<file path="src/hdl/sfp_pkg.sv">
package sfp_pkg;

    // default frame store depth in bytes
    localparam int FRAME_BYTES_DEF = 40;

    // header cells that the decoder looks at (tags and digit positions)
    localparam int HDR_FIRST = 1;
    localparam int HDR_LAST  = 14;

    // working width of the digit sums, wide enough for any byte pattern
    localparam int SUM_W   = 36;
    localparam int VALUE_W = 33;
    localparam int KIND_W  = 4;
    localparam int LIMIT_W = 16;

    // configuration port
    localparam int CFG_ADDR_W = 3;
    localparam int CFG_DATA_W = 32;
    localparam logic REG_CO2_JUMP_LIMIT = 1'b0;   // word select bit of paddr
    localparam logic [LIMIT_W-1:0] CO2_LIMIT_RST = 16'd3000;
    localparam logic [LIMIT_W-1:0] CO2_LAST_RST  = 16'd800;

    // ascii codes
    localparam logic [7:0] CH_DOLLAR = 8'h24;   // '$'
    localparam logic [7:0] CH_STAR   = 8'h2A;   // '*'
    localparam logic [7:0] CH_ZERO   = 8'h30;   // '0'
    localparam logic [7:0] CH_ONE    = 8'h31;   // '1'
    localparam logic [7:0] CH_TWO    = 8'h32;   // '2'
    localparam logic [7:0] CH_UP_C   = 8'h43;   // 'C'
    localparam logic [7:0] CH_G      = 8'h67;   // 'g'
    localparam logic [7:0] CH_H      = 8'h68;   // 'h'
    localparam logic [7:0] CH_R      = 8'h72;   // 'r'
    localparam logic [7:0] CH_T      = 8'h74;   // 't'

    typedef enum logic [KIND_W-1:0] {
        KIND_TEMP1      = 4'd0,
        KIND_PRESSURE   = 4'd1,
        KIND_HUMIDITY1  = 4'd2,
        KIND_GAS_RES    = 4'd3,
        KIND_HUMIDITY2  = 4'd4,
        KIND_TEMP2      = 4'd5,
        KIND_CO2        = 4'd6,
        KIND_GAS1       = 4'd7,
        KIND_UNKNOWN    = 4'd8,
        KIND_CO2_REJECT = 4'd9
    } t_kind;

    typedef enum logic {
        ST_IDLE    = 1'b0,
        ST_COLLECT = 1'b1
    } t_coll_state;

    // frame closed this cycle, with the header cells as they stand after the closing byte
    typedef struct packed {
        logic                            fire;
        logic [HDR_LAST:HDR_FIRST][7:0]  hdr;
    } t_frame;

    // ascii digit to signed value, no range check
    function automatic logic signed [SUM_W-1:0] digit(input logic [7:0] b);
        digit = $signed({{(SUM_W-8){1'b0}}, b}) - $signed({{(SUM_W-8){1'b0}}, CH_ZERO});
    endfunction

endpackage

</file>
<file path="src/hdl/sfp_cfg.sv">
module sfp_cfg
    import sfp_pkg::*;
(
    input  logic                  i_clk,
    input  logic                  i_rst_n,
    input  logic                  psel,
    input  logic                  penable,
    input  logic                  pwrite,
    input  logic [CFG_ADDR_W-1:0] paddr,
    input  logic [CFG_DATA_W-1:0] pwdata,
    output logic [CFG_DATA_W-1:0] prdata,
    output logic                  pready,
    output logic [LIMIT_W-1:0]    o_co2_limit
);

    logic [LIMIT_W-1:0] r_limit;
    logic               wr_en;
    logic               sel_limit;

    assign sel_limit = (paddr[CFG_ADDR_W-1] == REG_CO2_JUMP_LIMIT);
    assign wr_en     = psel & penable & pwrite & sel_limit;

    always_ff @(posedge i_clk) begin
        if (!i_rst_n) begin
            r_limit <= CO2_LIMIT_RST;
        end else if (wr_en) begin
            r_limit <= pwdata[LIMIT_W-1:0];
        end
    end

    assign prdata      = sel_limit ? {{(CFG_DATA_W-LIMIT_W){1'b0}}, r_limit} : '0;
    assign pready      = 1'b1;
    assign o_co2_limit = r_limit;

endmodule

</file>
<file path="config.mk">
export PLATFORM = sky130hd
export DESIGN_NAME = sfp_cfg
export DESIGN_NICKNAME = d
export VERILOG_FILES = /design/src/hdl/sfp_pkg.sv /design/src/hdl/sfp_cfg.sv
export SDC_FILE = /design/constraint.sdc
export NUM_CORES = 1
export LEC_CHECK = 0
export BUFFER_PORTS_ARGS = -buffer_cell sky130_fd_sc_hd__buf_2
export CAP_MARGIN = 0
export CORE_UTILIZATION = 39
export DETAILED_ROUTE_END_ITERATION = 7
export GPL_TIMING_DRIVEN = 0
export PLACE_DENSITY = 0.81
export SYNTH_ARGS = -nofsm -noshare
export SYNTH_HDL_FRONTEND = slang
export SYNTH_SLANG_ARGS = --single-unit
</file>
<file path="constraint.sdc">
create_clock -name i_clk -period 1.9 [get_ports i_clk]
set_input_delay 0.19 -clock i_clk [delete_from_list [all_inputs] [get_ports i_clk]]
set_output_delay 0.19 -clock i_clk [all_outputs]
set_load 0.005 [all_outputs]
</file>
==> results of run 1 <==
through the flow:
step	hold slack [ps]	power [W]	cell area (sq um)	setup slack, ps
floorplan	332	0.000435	998	970
global placement	441	0.000481	1300	760
detailed placement	450	0.000484	1300	714
CTS	138	0.000709	1340	724
global route	146	0.000739	1340	641
finish	145	0.000699	1340	770
how the worst max path moves through the flow:
stage | startpoint | end | slack, ps | depth (start not counted)
detailed placement | paddr[2] | o_co2_limit[5]$_SDFFE_PN1P_ | 710 | 5
global placement | paddr[2] | o_co2_limit[6]$_SDFFE_PN0P_ | 760 | 5
CTS | paddr[2] | prdata[11] | 720 | 4
finish | paddr[2] | prdata[11] | 770 | 4
global route | paddr[2] | prdata[14] | 640 | 4
floorplan | paddr[2] | o_co2_limit[0]$_SDFFE_PN0P_ | 970 | 4
final cells by class:
type / instances / area, sq um / area share, %
multi-input combinational: 82 / 504 / 37.8
timing repair buffer: 53 / 265 / 19.9
buffer: 23 / 174 / 13.0
sequential: 16 / 320 / 24.0
tap: 28 / 35.0 / 2.62
clock buffer: 4 / 36.3 / 2.72
placed cells by master, fill, tap and decap left out:
master / n
and4b_1: 1
buf_4: 17
buf_12: 1
dfxtp_1: 16
nand2_1: 18
clkbuf_4: 3
mux2i_1: 16
buf_2: 53
and2b_2: 6
clkbuf_1: 4
conb_1: 17
clkbuf_8: 1
buf_6: 1
nor2b_1: 24
per-layer routing:
metal	part of all wire [%]	vias to the layer above	GRT usage [%]
li1	-	439	-
met1	41	366	17.9
met2	50	43	28.9
met3	8.3	2	2.68
met4	0.84	0	8.33
met5	0	-	0
cell families (layout without fill, tap and decap cells):
family | after synthesis | after routing | share of synthesized area, %
AND/OR/NAND/NOR | 49 | 49 | 29.7
buffers and inverters | 23 | 80 | 18.5
multiplexers | 16 | 16 | 17.0
flip-flops | 16 | 16 | 34.0
other | 2 | 17 | 0.797
power groups by stage:
| stage | clock [W] | combinational (W) | sequential [W] |
|---|---|---|---|
| floorplan | 0 | 0.0000797 | 0.000356 |
| global placement | 0 | 0.000126 | 0.000355 |
| detailed placement | 0 | 0.000129 | 0.000356 |
| CTS | 0.000232 | 0.000129 | 0.000348 |
| global route | 0.000247 | 0.000144 | 0.000349 |
| finish | 0.000222 | 0.000129 | 0.000347 |
worst register-to-register path: stages, from the launching register on:
cell	delay, ps
dfxtp_1	330
nor2b_1	140
mux2i_1	90
==> flow_summary.toml, run 1 <==
[critical_path]
cp-end-kind = "primary output"
cp_num_buf_inv = 3
ff2ff_setup_slack_ps = 1240
critPathKind = "in2out"
r2r-end = "o_co2_limit[5]$_SDFFE_PN1P_"
crit_family = "buffers and inverters"
critPathArrivalTime_ps = 940
crit_fanout = 10
cp-start-kind = "primary input"
required_ps = 1710
crit_chain = "buf_2, clkbuf_1, nor2b_1, buf_2"
crit_slowest_cell = "clkbuf_1"
cp_common_cell = "buf_2"
max_stage_delay_ps = 370
reg2reg_depth = 2
timing.rr.start = "o_co2_limit[5]$_SDFFE_PN1P_"

[clocking]
clock_tree.buffer_depth = 2
post_cts_buffers = 0
htreeDepth = 1
clkTransAtPathRegs_ps = 90
cts_resized = 0
cts_root_buf = "clkbuf_4"
cts_buffers = 3
hold_buffers = 0
cts_sinks = 16
clk_latency_ps = 280
cts_tree = "built"

[floorplan]
design.core.area_sq_um = 2250
num_rows = 17
die_x_um = 51.2
io_pins = 89
dieArea_sq_um = 2620
die_h_um = 51.2
start_util_pct = 41.8

[global_route]
grt_usage_pct = 16.1
grt_pass1_vias = 717
grt_pass1_wl_um = 3040
overflow = 0
grt_max_degree = 11
antenna_found_initial = 0

[sta]
finalHoldViolCount = 0
final_max_slew_viol_count = 0
setup_viol_count_final = 0
rsz0062_at_grt = "false"
min_period_over_period_pct = 59.5
fin_worst_skew_ps = 0
max_freq_ghz = 0.885
period_needed_ps = 1130
tns_ps = 0

[drt]
firstDrtPassIters = 2
first_iter_violations = 6
antenna_left = 0
drc_errors = 0
viasPerCell = 4.13
vias = 850
wirelength_um = 2010
routedWlPerCell_um = 9.78

[yosys]
syn_avg_cell_area_sq_um = 8.89
synth.area.top_cells = "dfxtp_1, mux2i_1, nor2b_1, buf_4, nand2_1"
synth_top_area_share_pct = 34.0
synth_largest_area_cell = "dfxtp_1"
yosysMostFrequentCell = "nor2b_1"
syn_area_sq_um = 942
synth.yosys.seq_area_share_pct = 34.0
ys_ff_latch = 16
synth_top_flop_cell = "dfxtp_1"
synthDistinctLibCells = 11
async_flop_share_pct = 0
netlist_top_cells_count = "nor2b_1, nand2_1, buf_4"
synth-edff-count = 0
synthCells = 106
yosysWarnings = 0

[power]
peakVddDrop_mv = 0.301
p_int_w = 0.000534
combPwrFrac_pct = 18.5
seq_power_share_pct = 49.7
power_switching_w = 0.000165
power.density_nw_per_um2 = 523
swShare_pct = 23.6
clockPowerShare_pct = 31.8
p_leak_nw = 0.688

[worst_hold_path]
hp-start = "pwdata[13]"
whs_endpoint = "o_co2_limit[13]$_SDFFE_PN0P_"
holdPathStages = 3
min_path_type = "in2reg"

[placement]
numPortBuffers = 53
gp_congestion = 0.690
place_hpwl_um = 1640
placed_cells = 202

[run_status]
outcome = "completed"

[layout]
final_nets = 219
area_delta_synth_final_pct = 41.7
antenna_cells = 0
fillCellCount = 215
finalCoreUtilization_pct = 59.2
fin_cells = 206
largest_reg_flops = 16
drive_gt1_share_pct = 46.1

[flow_run]
max_cap_violations = 0
Power figures use the tool's default switching activity.
==> run 2: changes to the inputs <==
- CORE_UTILIZATION: 39 -> 32
- PLACE_DENSITY: 0.81 -> 0.7
- clock period: 1.9 -> 1 ns (I/O delays scaled with it)
==> flow_summary.toml, run 2 (synthesis gave the netlist of run 1 again) <==
[sta]
setup_viol_count_final = 6
fin_worst_skew_ps = 0
holdWs_ps = 27.6
finalHoldViolCount = 0
rsz0062_at_grt = "true"
period_needed_ps = 1040
tns_ps = -109
min_period_over_period_pct = 104
finalWorstSetupSlack_ps = -38.2
final_max_slew_viol_count = 0
max_freq_ghz = 0.963

[critical_path]
reg2reg_depth = 3
cp-start-kind = "flop"
r2r-end = "o_co2_limit[11]$_SDFFE_PN1P_"
max_stage_delay_ps = 340
ff2ff_setup_slack_ps = 270
crit_chain = "and2b_2, buf_2"
crit_fanout = 3
timing.rr.start = "o_co2_limit[11]$_SDFFE_PN1P_"
crit_slowest_cell = "dfxtp_2"
required_ps = 900
critPathKind = "reg2out"
cp-end-kind = "primary output"
critPathArrivalTime_ps = 940

[global_route]
grt_pass1_wl_um = 3460
grt_max_degree = 11
grt_pass1_vias = 805
grt_usage_pct = 14.2
overflow = 0
antenna_found_initial = 0

[placement]
gp_congestion = 0.733
placed_cells = 205
numPortBuffers = 53
place_hpwl_um = 1680

[floorplan]
dieArea_sq_um = 3170
start_util_pct = 33.9
design.core.area_sq_um = 2780
die_h_um = 56.3
num_rows = 19
io_pins = 89
die_x_um = 56.3

[drt]
wirelength_um = 2270
first_iter_violations = 31
firstDrtPassIters = 4
antenna_left = 0
drc_errors = 0
vias = 915
routedWlPerCell_um = 10.5
viasPerCell = 4.24

[power]
power.density_nw_per_um2 = 959
power_w = 0.00137
peakVddDrop_mv = 0.455
p_leak_nw = 0.730

[layout]
layout_commonest_cell = "buf_2"
final_cell_mix = "buf_2, nor2b_1, buf_4, nand2_1, conb_1"
fillCellCount = 277
largest_reg_flops = 16
fin_cells = 216
final_nets = 226
antenna_cells = 0
area_delta_synth_final_pct = 51.3
drive_gt1_share_pct = 57.3

[clocking]
cts_buffers = 3
clock_tree.buffer_depth = 2
clkTransAtPathRegs_ps = 110
cts_sinks = 16
cts_tree = "built"
htreeDepth = 1
clk_latency_ps = 300
hold_buffers = 0
cts_root_buf = "clkbuf_4"

[worst_hold_path]
holdPathStages = 3
hp-start = "pwdata[6]"
whs_endpoint = "o_co2_limit[6]$_SDFFE_PN0P_"
min_path_type = "in2reg"

[flow_run]
max_cap_violations = 0

[run_status]
violations = "setup timing"
outcome = "complete, but fails checks"
## run 2: cell types whose count changed in the layout (fill, tap and decap cells not counted), sizes merged
cell  delta
buf      +7
## run 2: worst max-delay path: cells and delay by family (launching register included)
family,cells,cell delay (ps)
flip-flops,1,340
AND/OR/NAND/NOR,1,180
buffers and inverters,1,120
## run 2: how the worst max path moves through the flow
stage | startpoint | slack (ps) | cells after the start | to
floorplan | paddr[2] | 160 | 4 | o_co2_limit[0]$_SDFFE_PN0P_
global placement | paddr[2] | -60 | 5 | o_co2_limit[3]$_SDFFE_PN1P_
detailed placement | paddr[2] | -110 | 5 | o_co2_limit[5]$_SDFFE_PN1P_
CTS | o_co2_limit[0]$_SDFFE_PN0P_ | -30 | 2 | prdata[0]
global route | o_co2_limit[2]$_SDFFE_PN0P_ | -60 | 2 | prdata[2]
finish | o_co2_limit[0]$_SDFFE_PN0P_ | -40 | 2 | prdata[0]
## run 2: area by class of cell
| class | count | area (sq um) | area share (%) |
|---|---|---|---|
| multi-input combinational | 82 | 504 | 35.4 |
| sequential | 16 | 340 | 23.9 |
| clock buffer | 4 | 36.3 | 2.55 |
| tap | 31 | 38.8 | 2.72 |
| buffer | 23 | 175 | 12.3 |
| timing repair buffer | 60 | 330 | 23.2 |
## run 2: report_power, final
part	internal [W]	switching (W)
clock	0.000222	0.000220
sequential	0.000653	0.00000861
combinational	0.000153	0.000110
## run 2: metrics by stage
stage / area, sq um / utilization (%) / setup slack [ps]
floorplan: 998 / - / 160
global placement: 1300 / 46.8 / -60.4
detailed placement: 1300 / 46.8 / -114
CTS: 1390 / 50.0 / -32.5
global route: 1430 / 51.2 / -64.3
finish: 1430 / 51.2 / -38.2
## run 2: routing by layer
layer  wire [um]  part of all wire [%]  GRT usage [%]  vias up
met3         126                   5.6           1.61        6
met1         887                    39           14.1      412
li1            -                     -              -      457
met2        1200                    53           27.7       40
met4          49                   2.2           8.36        0
met5           0                     0              0        -
## run 2: what timing repair did
| item | CTS | global route |
|---|---|---|
| setup endpoints to repair | 11 | 18 |
| buffers inserted | 5 | 2 |
| resized for setup | 11 | 9 |
