## src/hdl/sfp_pkg.sv

```systemverilog
package sfp_pkg;

    // default frame store depth in bytes
    localparam int FRAME_BYTES_DEF = 40;

    // header cells that the decoder looks at (tags and digit positions)
    localparam int HDR_FIRST = 1;
    localparam int HDR_LAST  = 14;

    // working width of the digit sums, wide enough for any byte pattern
    localparam int SUM_W   = 36;
    localparam int VALUE_W = 33;
    localparam int KIND_W  = 4;
    localparam int LIMIT_W = 16;

    // configuration port
    localparam int CFG_ADDR_W = 3;
    localparam int CFG_DATA_W = 32;
    localparam logic REG_CO2_JUMP_LIMIT = 1'b0;   // word select bit of paddr
    localparam logic [LIMIT_W-1:0] CO2_LIMIT_RST = 16'd3000;
    localparam logic [LIMIT_W-1:0] CO2_LAST_RST  = 16'd800;

    // ascii codes
    localparam logic [7:0] CH_DOLLAR = 8'h24;   // '$'
    localparam logic [7:0] CH_STAR   = 8'h2A;   // '*'
    localparam logic [7:0] CH_ZERO   = 8'h30;   // '0'
    localparam logic [7:0] CH_ONE    = 8'h31;   // '1'
    localparam logic [7:0] CH_TWO    = 8'h32;   // '2'
    localparam logic [7:0] CH_UP_C   = 8'h43;   // 'C'
    localparam logic [7:0] CH_G      = 8'h67;   // 'g'
    localparam logic [7:0] CH_H      = 8'h68;   // 'h'
    localparam logic [7:0] CH_R      = 8'h72;   // 'r'
    localparam logic [7:0] CH_T      = 8'h74;   // 't'

    typedef enum logic [KIND_W-1:0] {
        KIND_TEMP1      = 4'd0,
        KIND_PRESSURE   = 4'd1,
        KIND_HUMIDITY1  = 4'd2,
        KIND_GAS_RES    = 4'd3,
        KIND_HUMIDITY2  = 4'd4,
        KIND_TEMP2      = 4'd5,
        KIND_CO2        = 4'd6,
        KIND_GAS1       = 4'd7,
        KIND_UNKNOWN    = 4'd8,
        KIND_CO2_REJECT = 4'd9
    } t_kind;

    typedef enum logic {
        ST_IDLE    = 1'b0,
        ST_COLLECT = 1'b1
    } t_coll_state;

    // frame closed this cycle, with the header cells as they stand after the closing byte
    typedef struct packed {
        logic                            fire;
        logic [HDR_LAST:HDR_FIRST][7:0]  hdr;
    } t_frame;

    // ascii digit to signed value, no range check
    function automatic logic signed [SUM_W-1:0] digit(input logic [7:0] b);
        digit = $signed({{(SUM_W-8){1'b0}}, b}) - $signed({{(SUM_W-8){1'b0}}, CH_ZERO});
    endfunction

endpackage

```

## src/hdl/sfp_collect.sv

```systemverilog
module sfp_collect
    import sfp_pkg::*;
#(
    parameter int FRAME_BYTES = FRAME_BYTES_DEF
) (
    input  logic       i_clk,
    input  logic       i_rst_n,
    input  logic       i_valid,
    input  logic [7:0] i_data,
    output logic       o_ready,
    input  logic       i_slot_free,
    output t_frame     o_frame
);

    localparam int IDX_W = $clog2(FRAME_BYTES + 1);
    localparam logic [IDX_W-1:0] IDX_FULL = IDX_W'(FRAME_BYTES);

    logic                           r_in_valid;
    logic [7:0]                     r_in_byte;
    t_coll_state                    r_state;
    t_coll_state                    n_state;
    logic [IDX_W-1:0]               r_idx;
    logic [IDX_W-1:0]               n_idx;
    logic [HDR_LAST:HDR_FIRST][7:0] r_cell;
    logic [HDR_LAST:HDR_FIRST][7:0] n_cell;

    logic go;
    logic is_dollar;
    logic is_star;
    logic active;
    logic has_room;
    logic store_en;

    assign go        = r_in_valid & i_slot_free;
    assign o_ready   = ~r_in_valid | i_slot_free;
    assign is_dollar = (r_in_byte == CH_DOLLAR);
    assign is_star   = (r_in_byte == CH_STAR);
    assign active    = (r_state == ST_COLLECT) | is_dollar;
    assign has_room  = (r_idx < IDX_FULL);
    assign store_en  = go & active & has_room;

    // input beat register
    always_ff @(posedge i_clk) begin
        if (!i_rst_n) begin
            r_in_valid <= 1'b0;
        end else if (o_ready) begin
            r_in_valid <= i_valid;
        end
    end

    always_ff @(posedge i_clk) begin
        if (o_ready) begin
            r_in_byte <= i_data;
        end
    end

    always_comb begin
        n_state = r_state;
        if (go) begin
            unique case (r_state)
                ST_IDLE: begin
                    if (is_dollar) n_state = ST_COLLECT;
                end
                ST_COLLECT: begin
                    if (is_star) n_state = ST_IDLE;
                end
            endcase
        end
    end

    always_comb begin
        n_idx  = r_idx;
        n_cell = r_cell;
        if (go) begin
            if (!active) begin
                n_idx = '0;
            end else if (is_star) begin
                n_idx = '0;
            end else if (has_room) begin
                n_idx = r_idx + 1'b1;
            end
        end
        for (int k = HDR_FIRST; k <= HDR_LAST; k++) begin
            if (store_en && (r_idx == IDX_W'(k))) begin
                n_cell[k] = r_in_byte;
            end
        end
        o_frame.fire = go & active & is_star;
        o_frame.hdr  = n_cell;
    end

    always_ff @(posedge i_clk) begin
        if (!i_rst_n) begin
            r_state <= ST_IDLE;
            r_idx   <= '0;
            r_cell  <= '0;
        end else begin
            r_state <= n_state;
            r_idx   <= n_idx;
            r_cell  <= n_cell;
        end
    end

endmodule

```

## config.mk

```make
export PLATFORM = sky130hd
export DESIGN_NAME = sfp_collect
export DESIGN_NICKNAME = d
export VERILOG_FILES = /design/src/hdl/sfp_pkg.sv /design/src/hdl/sfp_collect.sv
export SDC_FILE = /design/constraint.sdc
export NUM_CORES = 1
export LEC_CHECK = 0
export ABC_AREA = 1
export BUFFER_PORTS_ARGS = -buffer_cell sky130_fd_sc_hd__buf_2
export CORE_AREA = 4 4 160 178
export CTS_CLUSTER_SIZE = 24
export DETAILED_ROUTE_END_ITERATION = 6
export DIE_AREA = 0 0 164 182
export MAX_ROUTING_LAYER = met4
export PLACE_DENSITY = 0.42
export SLEW_MARGIN = 20
export SYNTH_ARGS = -nofsm -noshare
export SYNTH_HDL_FRONTEND = slang
export SYNTH_SLANG_ARGS = --single-unit
```

## constraint.sdc

```tcl
create_clock -name i_clk -period 2.8 [get_ports i_clk]
set_clock_uncertainty 0.15 [all_clocks]
set_input_delay 0.7 -clock i_clk [delete_from_list [all_inputs] [get_ports i_clk]]
set_output_delay 0.7 -clock i_clk [all_outputs]
set_load 0.01 [all_outputs]
```

==> flow_summary.ini, run 1 <==
[status]
status = finished with violations
violations = negative setup slack

[cts]
hold_buffers = 0
cts_buffers = 17
cts_tree = built
cts.sinks = 128
clkLatencyLatePin_ns = 0.42
ctsLongestPathBuffers = 2
clk_pin_slew_worst_paths_ns = 0.06
htreeDepth = 4
cts-root-buf = clkbuf_16

[floorplan]
die_w_microns = 164
ioPinCount = 126
dieArea_sq_um = 29800
die_h_microns = 182
row_count = 63
core-area_sq_um = 26600
initial_core_util_pct = 24.7

[global_routing]
grt_max_degree = 115
grt_pass1_wl_microns = 34300
first_global_vias = 5916
grt_usage_pct = 15.2
antenna_found_initial = 1
grt_overflow_total = 0

[yosys]
synthesis.nets = 995
yosysWarnings = 0
syn-mean-instance-area_sq_um = 6.72
ys_seq_elements = 128
synth.cell_area_sq_um = 6580
syn_inst = 979
yosysUniqueCellTypes = 27
synth_seq_area_share_pct = 40.2

[cells_and_area]
fin_util_pct = 35.3
final_nets = 1164
drive_gt1_share_pct = 33.2
design_area_sq_um = 9410
multiInputGateArea_sq_um = 2970
fillCellCount = 2925
areaGrowthSynthToFinish_pct = 43.0
layout_common_cells = inv_1, nand2_1, nor2_1
mostFrequentLayoutCell = inv_1
regArea_sq_um = 2640

[power_and_ir_drop]
p_sw_share_pct = 24.6
p_leak_nw = 5.14
p_comb_share_pct = 4.8
p_total_mw = 4.37
p_int_mw = 3.30
p_per_area_nw_per_um2 = 465
ir_worst_vdd_mv = 0.278
p_switching_mw = 1.08
p_clk_share_pct = 52.6
power.share.sequential_pct = 42.6

[sta]
setup_violations = 113
fin_crit_ns = 3.00
slew_headroom_pct = 61.5
fin_ws_ns = -0.200
fmax_mhz = 333
worst_slew_pin_slew_ns = 0.578
finalMaxSlewViolations = 0
rsz0062_at_grt = true
fin_crit_sh_pct = 107
hold_violations = 0
hold_ws_ns = 0.303

[detailed_routing]
vias = 6506
drt_pass1_iterations = 5
viasPerCell = 4.28
wirelength_microns = 23000
antenna_left = 0
drtIter0Drc = 453
drc_errors = 0
wl_per_cell_microns = 15.1

[worst_hold_path]
hp-class = primary input to flop

[job]
maxCapViolCount = 0

[critical_path]
worstPathRequired_ns = 1.95
crit_type = flop to primary output
cp.arrival_ns = 2.15
cp-end-kind = primary output
critical_path.max_fanout = 6
crit_path_start_kind = flop

[placed_design]
dpl_cell_area_sq_um = 7700
io_buffers = 125
dp_hpwl_microns = 13600
gp_congestion = 0.790
## repair_timing
item,4_1_cts,5_1_grt
endpoints found under the hold margin,0,0
setup endpoints to repair,113,113
cloned,4,9
buffers inserted,3,21
pin swaps,12,61
resized for setup,46,136
## per-layer routing
metal	routed length [microns]	vias up	GRT usage [%]
met5	0	-	-
met4	136	0	3.36
met3	1070	9	3.09
met2	10700	144	23.9
met1	11000	3026	20.3
li1	-	3327	-
## stage by stage
stage	setup WS, ns	TNS, ns	instances
after CTS	-0.228	-21.42	1488
after global routing	-0.341	-29.98	1519
final	-0.200	-13.40	1519
after floorplan	0.269	0	979
after global placement	-0.00194	-0.00194	1449
after detailed placement	-0.0189	-0.0189	1449
## final cells by class
cell class / count / share of cell area (%)
Tap cell: 357 / 4.75
Antenna cell: 1 / 0.0266
Timing Repair Buffer: 199 / 19.0
Sequential cell: 128 / 28.1
Clock inverter: 15 / 1.79
Inverter: 252 / 10.3
Clock buffer: 17 / 4.52
Multi-Input combinational cell: 550 / 31.5
## critical path, cell delays in order (launching register included)
cell and delay, ns:
edfxtp_1 0.39, inv_2 0.08, nand2_2 0.05, nor2_2 0.13
nand2_2 0.10, a21oi_4 0.16, buf_12 0.17, buf_12 0.14
clkbuf_16 0.14, nand4_1 0.08, nand2_1 0.12, inv_1 0.04
buf_2 0.13
## synthesized netlist by cell type
master      n  area [sq um]
clkbuf_1   16          60.1
inv_2      10          37.5
nand3_2     1          10.0
nand2_2     1          6.26
buf_4       9          67.6
a21oi_1     3          15.0
nand4_2    10           125
nand4_4     4          85.1
a21oi_2     2          17.5
edfxtp_1    8           240
buf_2       5          25.0
nand2_1   253           950
nand3b_1    1          7.51
inv_1     241           905
nor2_4      1          11.3
clkinv_1    1          3.75
buf_1       5          18.8
ha_1        4          50.1
buf_6      14           158
nand3_1    15          75.1
nor2_2     12          75.1
nor2_1    124           465
nand4_1   113           707
dfxtp_1   120          2400
nor3_1      2          10.0
nor3_4      3          48.8
o21ai_0     1          5.00
## power by group through the flow
stage / registers (mW) / logic (mW) / clock network, mW
floorplan: 1.90 / 0.103 / 0
global placement: 1.90 / 0.198 / 0
detailed placement: 1.90 / 0.197 / 0
CTS: 1.86 / 0.205 / 2.37
global route: 1.86 / 0.224 / 2.44
finish: 1.86 / 0.211 / 2.30
## registers in the layout, indices dropped and copies added (netlist names)
signal	cells
r_cell	112
r_idx	6
r_in_byte	8
r_in_valid	1
r_state	1
## cells by family after synthesis
| kind of cell | synth area share, % |
|---|---|
| compound gates | 0.570 |
| fa+ha+maj | 0.760 |
| buf+inv | 19.4 |
| flops | 40.2 |
| simple gates | 39.1 |
## final timing paths
| kind | startpoint | endpoint | slack [ns] | cells after the start |
|---|---|---|---|---|
| min | i_data[7] | r_in_byte[7]$_DFFE_PP_ | 0.30 | 1 |
| max | r_in_byte[4]$_DFFE_PP_ | o_frame[36] | -0.20 | 12 |
| max reg2reg | r_in_byte[1]$_DFFE_PP_ | r_idx[1]$_SDFFE_PN0P_ | 0.71 | 10 |
| min reg2reg | r_state$_SDFFE_PN0P_ | r_state$_SDFFE_PN0P_ | 0.32 | 2 |
Note: power is estimated with default switching activity, not from simulation.
==> run 2: changes to the inputs <==
BUFFER_PORTS_ARGS = -buffer_cell sky130_fd_sc_hd__buf_4   (was -buffer_cell sky130_fd_sc_hd__buf_2)
==> flow_summary.ini, run 2 (synthesized netlist as in run 1, its figures left out) <==
[power_and_ir_drop]
p_leak_nw = 5.35
ir_worst_vdd_mv = 0.314
p_per_area_nw_per_um2 = 435
p_total_mw = 4.43

[floorplan]
die_w_microns = 164
core-area_sq_um = 26600
row_count = 63
dieArea_sq_um = 29800
die_h_microns = 182
initial_core_util_pct = 24.7
ioPinCount = 126

[detailed_routing]
route.met3.wl_microns = 1070
wl_met2_microns = 11300
viasPerCell = 4.33
maxUsedRoutingLayer = met4
vias = 6788
drt_pass1_iterations = 5
antenna_left = 0
drc_errors = 0
wl_per_cell_microns = 15.2
drtIter0Drc = 364
wirelength_microns = 23800
met1_length_microns = 11200

[global_routing]
grt_max_degree = 115
antenna_found_initial = 0
grt_pass1_wl_microns = 35900
grt_usage_pct = 15.9
first_global_vias = 6561
grt_overflow_total = 0

[sta]
slew_headroom_pct = 62.6
rsz0062_at_grt = true
fin_crit_sh_pct = 107
hold_ws_ns = 0.308
fmax_mhz = 332
worst_slew_pin_slew_ns = 0.560
finalMaxSlewViolations = 0
hold_violations = 0
fin_crit_ns = 3.01
setup_violations = 114
setup-tns-final_ns = -15.06
fin_ws_ns = -0.209

[cts]
cts-root-buf = clkbuf_16
cts_buffers = 17
cts_tree = built
clk_pin_slew_worst_paths_ns = 0.06
htreeDepth = 4
hold_buffers = 0
cts.sinks = 128
clkLatencyLatePin_ns = 0.41
ctsLongestPathBuffers = 2

[cells_and_area]
antennaDiodeCount = 0
layout_common_cells = nand2_1, inv_1, nor2_1
design_area_sq_um = 10200
drive_gt1_share_pct = 37.1
largest_reg_flops = 112
mostFrequentLayoutCell = nand2_1
fin_util_pct = 38.2
largest_register = r_cell
reg_top3 = r_cell (112), r_in_byte (8), r_idx (6)
multiInputGateArea_sq_um = 2950
areaGrowthSynthToFinish_pct = 54.6
fillCellCount = 2931
final_nets = 1212
regArea_sq_um = 2650

[critical_path]
reg2reg_to = r_cell[43]$_SDFF_PN0_
crit_path_start_kind = flop
r2r-start = r_in_byte[6]$_DFFE_PP_
crit_type = flop to primary output
r2r_slack_ns = -0.17
worstPathRequired_ns = 1.95
cp.arrival_ns = 2.16
cp-end-kind = primary output
reg2regPathDepth = 21
critical_path.max_fanout = 6

[worst_hold_path]
min_delay_worst_endpoint = r_in_byte[6]$_DFFE_PP_
hp-class = primary input to flop
whs_path_depth = 1
worstHoldStart = i_data[6]

[status]
violations = negative setup slack
status = finished with violations

[placed_design]
gp_congestion = 0.766
dp_hpwl_microns = 13700
dpl_cell_area_sq_um = 8020
io_buffers = 125

[job]
maxCapViolCount = 0
run 2: changes by cell type in the layout (fill, tap and decap cells not counted), sizes merged:
cell	delta
buf	+50
clkbuf	-2
clkinvlp	-2
clkinv	+1
diode	-1
inv	+1
run 2: routing by layer:
metal	track usage, %	vias up
met5	-	-
li1	-	3422
met2	25.4	157
met4	4.46	0
met3	3.00	20
met1	20.6	3189
run 2: power by group:
part           switching, mW  internal, mW
clock                  0.893          1.45
combinational          0.164        0.0593
sequential           0.00951          1.85
run 2: stage by stage:
stage,worst slack [ns],instances
floorplan,0.269,979
global route,-0.335,1566
CTS,-0.214,1541
finish,-0.209,1566
global placement,-0.0138,1451
detailed placement,-0.00779,1451
run 2: cell type report:
class	count	area share, %
Clock inverter	14	1.60
Multi-Input combinational cell	550	29.0
Inverter	252	9.59
Tap cell	357	4.39
Timing Repair inverter	1	0.0861
Sequential cell	128	26.0
Clock buffer	18	4.43
Timing Repair Buffer	246	24.9
run 2: timing repair:
item / CTS / global route
endpoints found under the hold margin: 0 / 0
endpoints found under the setup margin: 113 / 115
pin swaps: 14 / 48
buffers inserted: 51 / 25
cloned: 7 / 3
resized for setup: 58 / 215
run 2: worst max path at each step:
stage                           start           end  slack [ns]
2_1_floorplan             i_slot_free  o_frame[104]        0.27
3_3_place_gp              i_slot_free  o_frame[108]       -0.01
3_5_place_dp              i_slot_free  o_frame[108]      -0.008
4_1_cts        r_in_byte[4]$_DFFE_PP_    o_frame[7]       -0.21
5_1_grt        r_in_byte[0]$_DFFE_PP_   o_frame[66]       -0.33
6_report       r_in_byte[6]$_DFFE_PP_   o_frame[43]       -0.21
run 2: critical path, stage by stage, from the launching register on:
cell and delay, ns:
edfxtp_1 0.40, inv_2 0.08, nand2_2 0.06, nor2_4 0.13, nand2_4 0.08, a21oi_4 0.19, buf_12 0.18, buf_8 0.13
buf_16 0.12, nand4_1 0.08, nand2_1 0.13, inv_2 0.06, buf_6 0.11
==> run 3: changes to the inputs <==
ABC_AREA = unset   (was 1)
CORE_AREA = 4 4 114 126   (was 4 4 160 178)
DIE_AREA = 0 0 118 130   (was 0 0 164 182)
PLACE_DENSITY = 0.72   (was 0.42)
==> flow_summary.ini, run 3 <==
[status]
status = finished with violations
violations = negative setup slack

[cells_and_area]
areaGrowthSynthToFinish_pct = 37.4
stdcell_count = 958
drive_gt1_share_pct = 45.9
layout_common_cells = buf_4, nand2_1, dfxtp_1
largest_register = r_cell
reg_top3 = r_cell (112), r_in_byte (8), r_idx (6)
mostFrequentLayoutCell = buf_4
antennaDiodeCount = 0
final_nets = 800
largest_reg_flops = 112

[detailed_routing]
viasPerCell = 5.46
antenna_left = 0
drc_errors = 0
drt_pass1_iterations = 5
vias = 5228
drtIter0Drc = 326
wl_per_cell_microns = 19.3
wirelength_microns = 18500

[cts]
clkLatencyLatePin_ns = 0.41
ctsLongestPathBuffers = 2
clk_pin_slew_worst_paths_ns = 0.05
htreeDepth = 4
cts_tree = built
hold_buffers = 0
cts.sinks = 128
cts-root-buf = clkbuf_16
cts_buffers = 17

[placed_design]
pre_cts_ws_ns = -0.281
io_buffers = 125
gp_congestion = 0.836
dp_hpwl_microns = 11600
placed_cells = 901

[critical_path]
crit_path_start_kind = flop
crit_chain = nor4b_4, a31oi_4, buf_6, or4_4, buf_6, mux2_4, buf_6
path_buf_inv = 3
slowest_stage = or4_4
cp.arrival_ns = 2.64
critPathTopFamily = simple AND/OR/NAND/NOR gates
crit_top_cell = buf_6
critical_path.max_fanout = 5
worstPathRequired_ns = 1.95
crit_type = flop to primary output
max_stage_delay_ns = 0.51
cp-end-kind = primary output

[sta]
hold_violations = 0
fin_crit_sh_pct = 124
finalMaxSlewViolations = 0
hold_ws_ns = 0.307
fmax_mhz = 287
worst_slew_pin_slew_ns = 0.815
fin_crit_ns = 3.49
setup-tns-final_ns = -65.97
slew_headroom_pct = 45.5
fin_ws_ns = -0.685
rsz0062_at_grt = true
setup_violations = 113

[power_and_ir_drop]
p_total_mw = 4.28
p_leak_nw = 4.49
p_per_area_nw_per_um2 = 485
ir_worst_vdd_mv = 0.328

[floorplan]
core-area_sq_um = 13100
initial_core_util_pct = 49.0
ioPinCount = 126
die_h_microns = 130
dieArea_sq_um = 15300
die_w_microns = 118
row_count = 44

[yosys]
synth_common_cells = nand2_1, dfxtp_1, mux2i_1, mux2_2, clkbuf_1
synthArstFlopShare_pct = 0
synth_seq_area_share_pct = 41.1
syn-mean-instance-area_sq_um = 10.4
ys_seq_elements = 128
yosysMostFrequentCell = nand2_1
yosysUniqueCellTypes = 42
synth_area_leaders = dfxtp_1, mux2_2, mux2i_1
synthesis.nets = 635
syn_inst = 619
yosysWarnings = 0
synth.cell_area_sq_um = 6420
synth-edff-count = 8
yosys.area.top_type_share_pct = 37.4
synth-main-ff-cell = dfxtp_1
synth_area_leader_cell = dfxtp_1

[global_routing]
grt_overflow_total = 0
antenna_found_initial = 0
grt_usage_pct = 24.6
grt_pass1_wl_microns = 28600
grt_max_degree = 56
first_global_vias = 5300

[job]
maxCapViolCount = 0

[worst_hold_path]
hp-class = flop to flop
==> run 3: cell types whose count changed in the layout (fill, tap and decap cells not counted), moves of 77 or more <==
cell,previous run,this run
buf_6,107,30
inv_1,175,8
mux2_2,0,88
mux2i_1,0,113
nand4_1,113,0
nor2_1,122,6
==> run 3: repair_timing <==
action / 4_1_cts / 5_1_grt
pin swaps: 3 / 4
buffers inserted: 12 / 7
resized for setup: 27 / 30
endpoints found under the setup margin: 113 / 113
cloned: 6 / 0
==> run 3: path summary, 6_finish.rpt <==
| check | start | to | slack, ns | cells after the start |
|---|---|---|---|---|
| max | r_in_byte[0]$_DFFE_PP_ | o_frame[22] | -0.69 | 7 |
| min | r_cell[29]$_SDFF_PN0_ | r_cell[29]$_SDFF_PN0_ | 0.31 | 2 |
| max reg2reg | r_in_byte[0]$_DFFE_PP_ | r_cell[52]$_SDFF_PN0_ | 0.20 | 7 |
| min reg2reg | r_cell[29]$_SDFF_PN0_ | r_cell[29]$_SDFF_PN0_ | 0.31 | 2 |
==> run 3: kinds of logic after synthesis <==
| kind of cell | synth area share, % |
|---|---|
| AOI/OAI and AO/OA | 2.16 |
| buffers and inverters | 5.43 |
| and+or+nand+nor | 12.7 |
| DFF | 41.1 |
| adders and majority gates | 0.779 |
| muxes | 37.8 |
==> run 3: power breakdown <==
group	total [mW]	internal [mW]	leakage (nW)	switching [mW]
Clock	2.21	1.41	0.292	0.803
Combinational	0.208	0.0563	3.15	0.151
Sequential	1.86	1.85	1.05	0.00741
==> run 3: area by class of cell <==
cell class / instances / area, sq um
well taps: 161 / 201
fillers: 1033 / 4280
inverters: 8 / 30.0
flip-flops and latches: 128 / 2640
multi-input cells: 423 / 3570
clock buffers: 23 / 489
clock inverters: 9 / 105
repair buffers: 206 / 1780
==> run 3: metal layers <==
layer	routed length (microns)	vias to the layer above	part of all wire (%)	GRT usage, %
met1	8450	2560	46	31.5
met3	805	23	4.4	4.38
met4	238	0	1.3	6.69
met2	8990	158	49	40.6
met5	0	-	0	-
li1	-	2487	-	-
==> run 3: stage by stage <==
stage | instance area, sq um | utilization, %
4_1_cts | 8660 | 66.1
6_report | 8820 | 67.4
3_3_place_gp | 7780 | 59.4
2_1_floorplan | 6610 | -
3_5_place_dp | 7780 | 59.4
5_1_grt | 8820 | 67.4
==> run 3: worst register-to-register path, cell delays in order, from the launching register on <==
cell,delay (ns)
edfxtp_1,0.43
nor4b_4,0.38
a31oi_4,0.16
buf_4,0.19
or4_2,0.69
buf_4,0.21
buf_4,0.13
mux2i_1,0.11
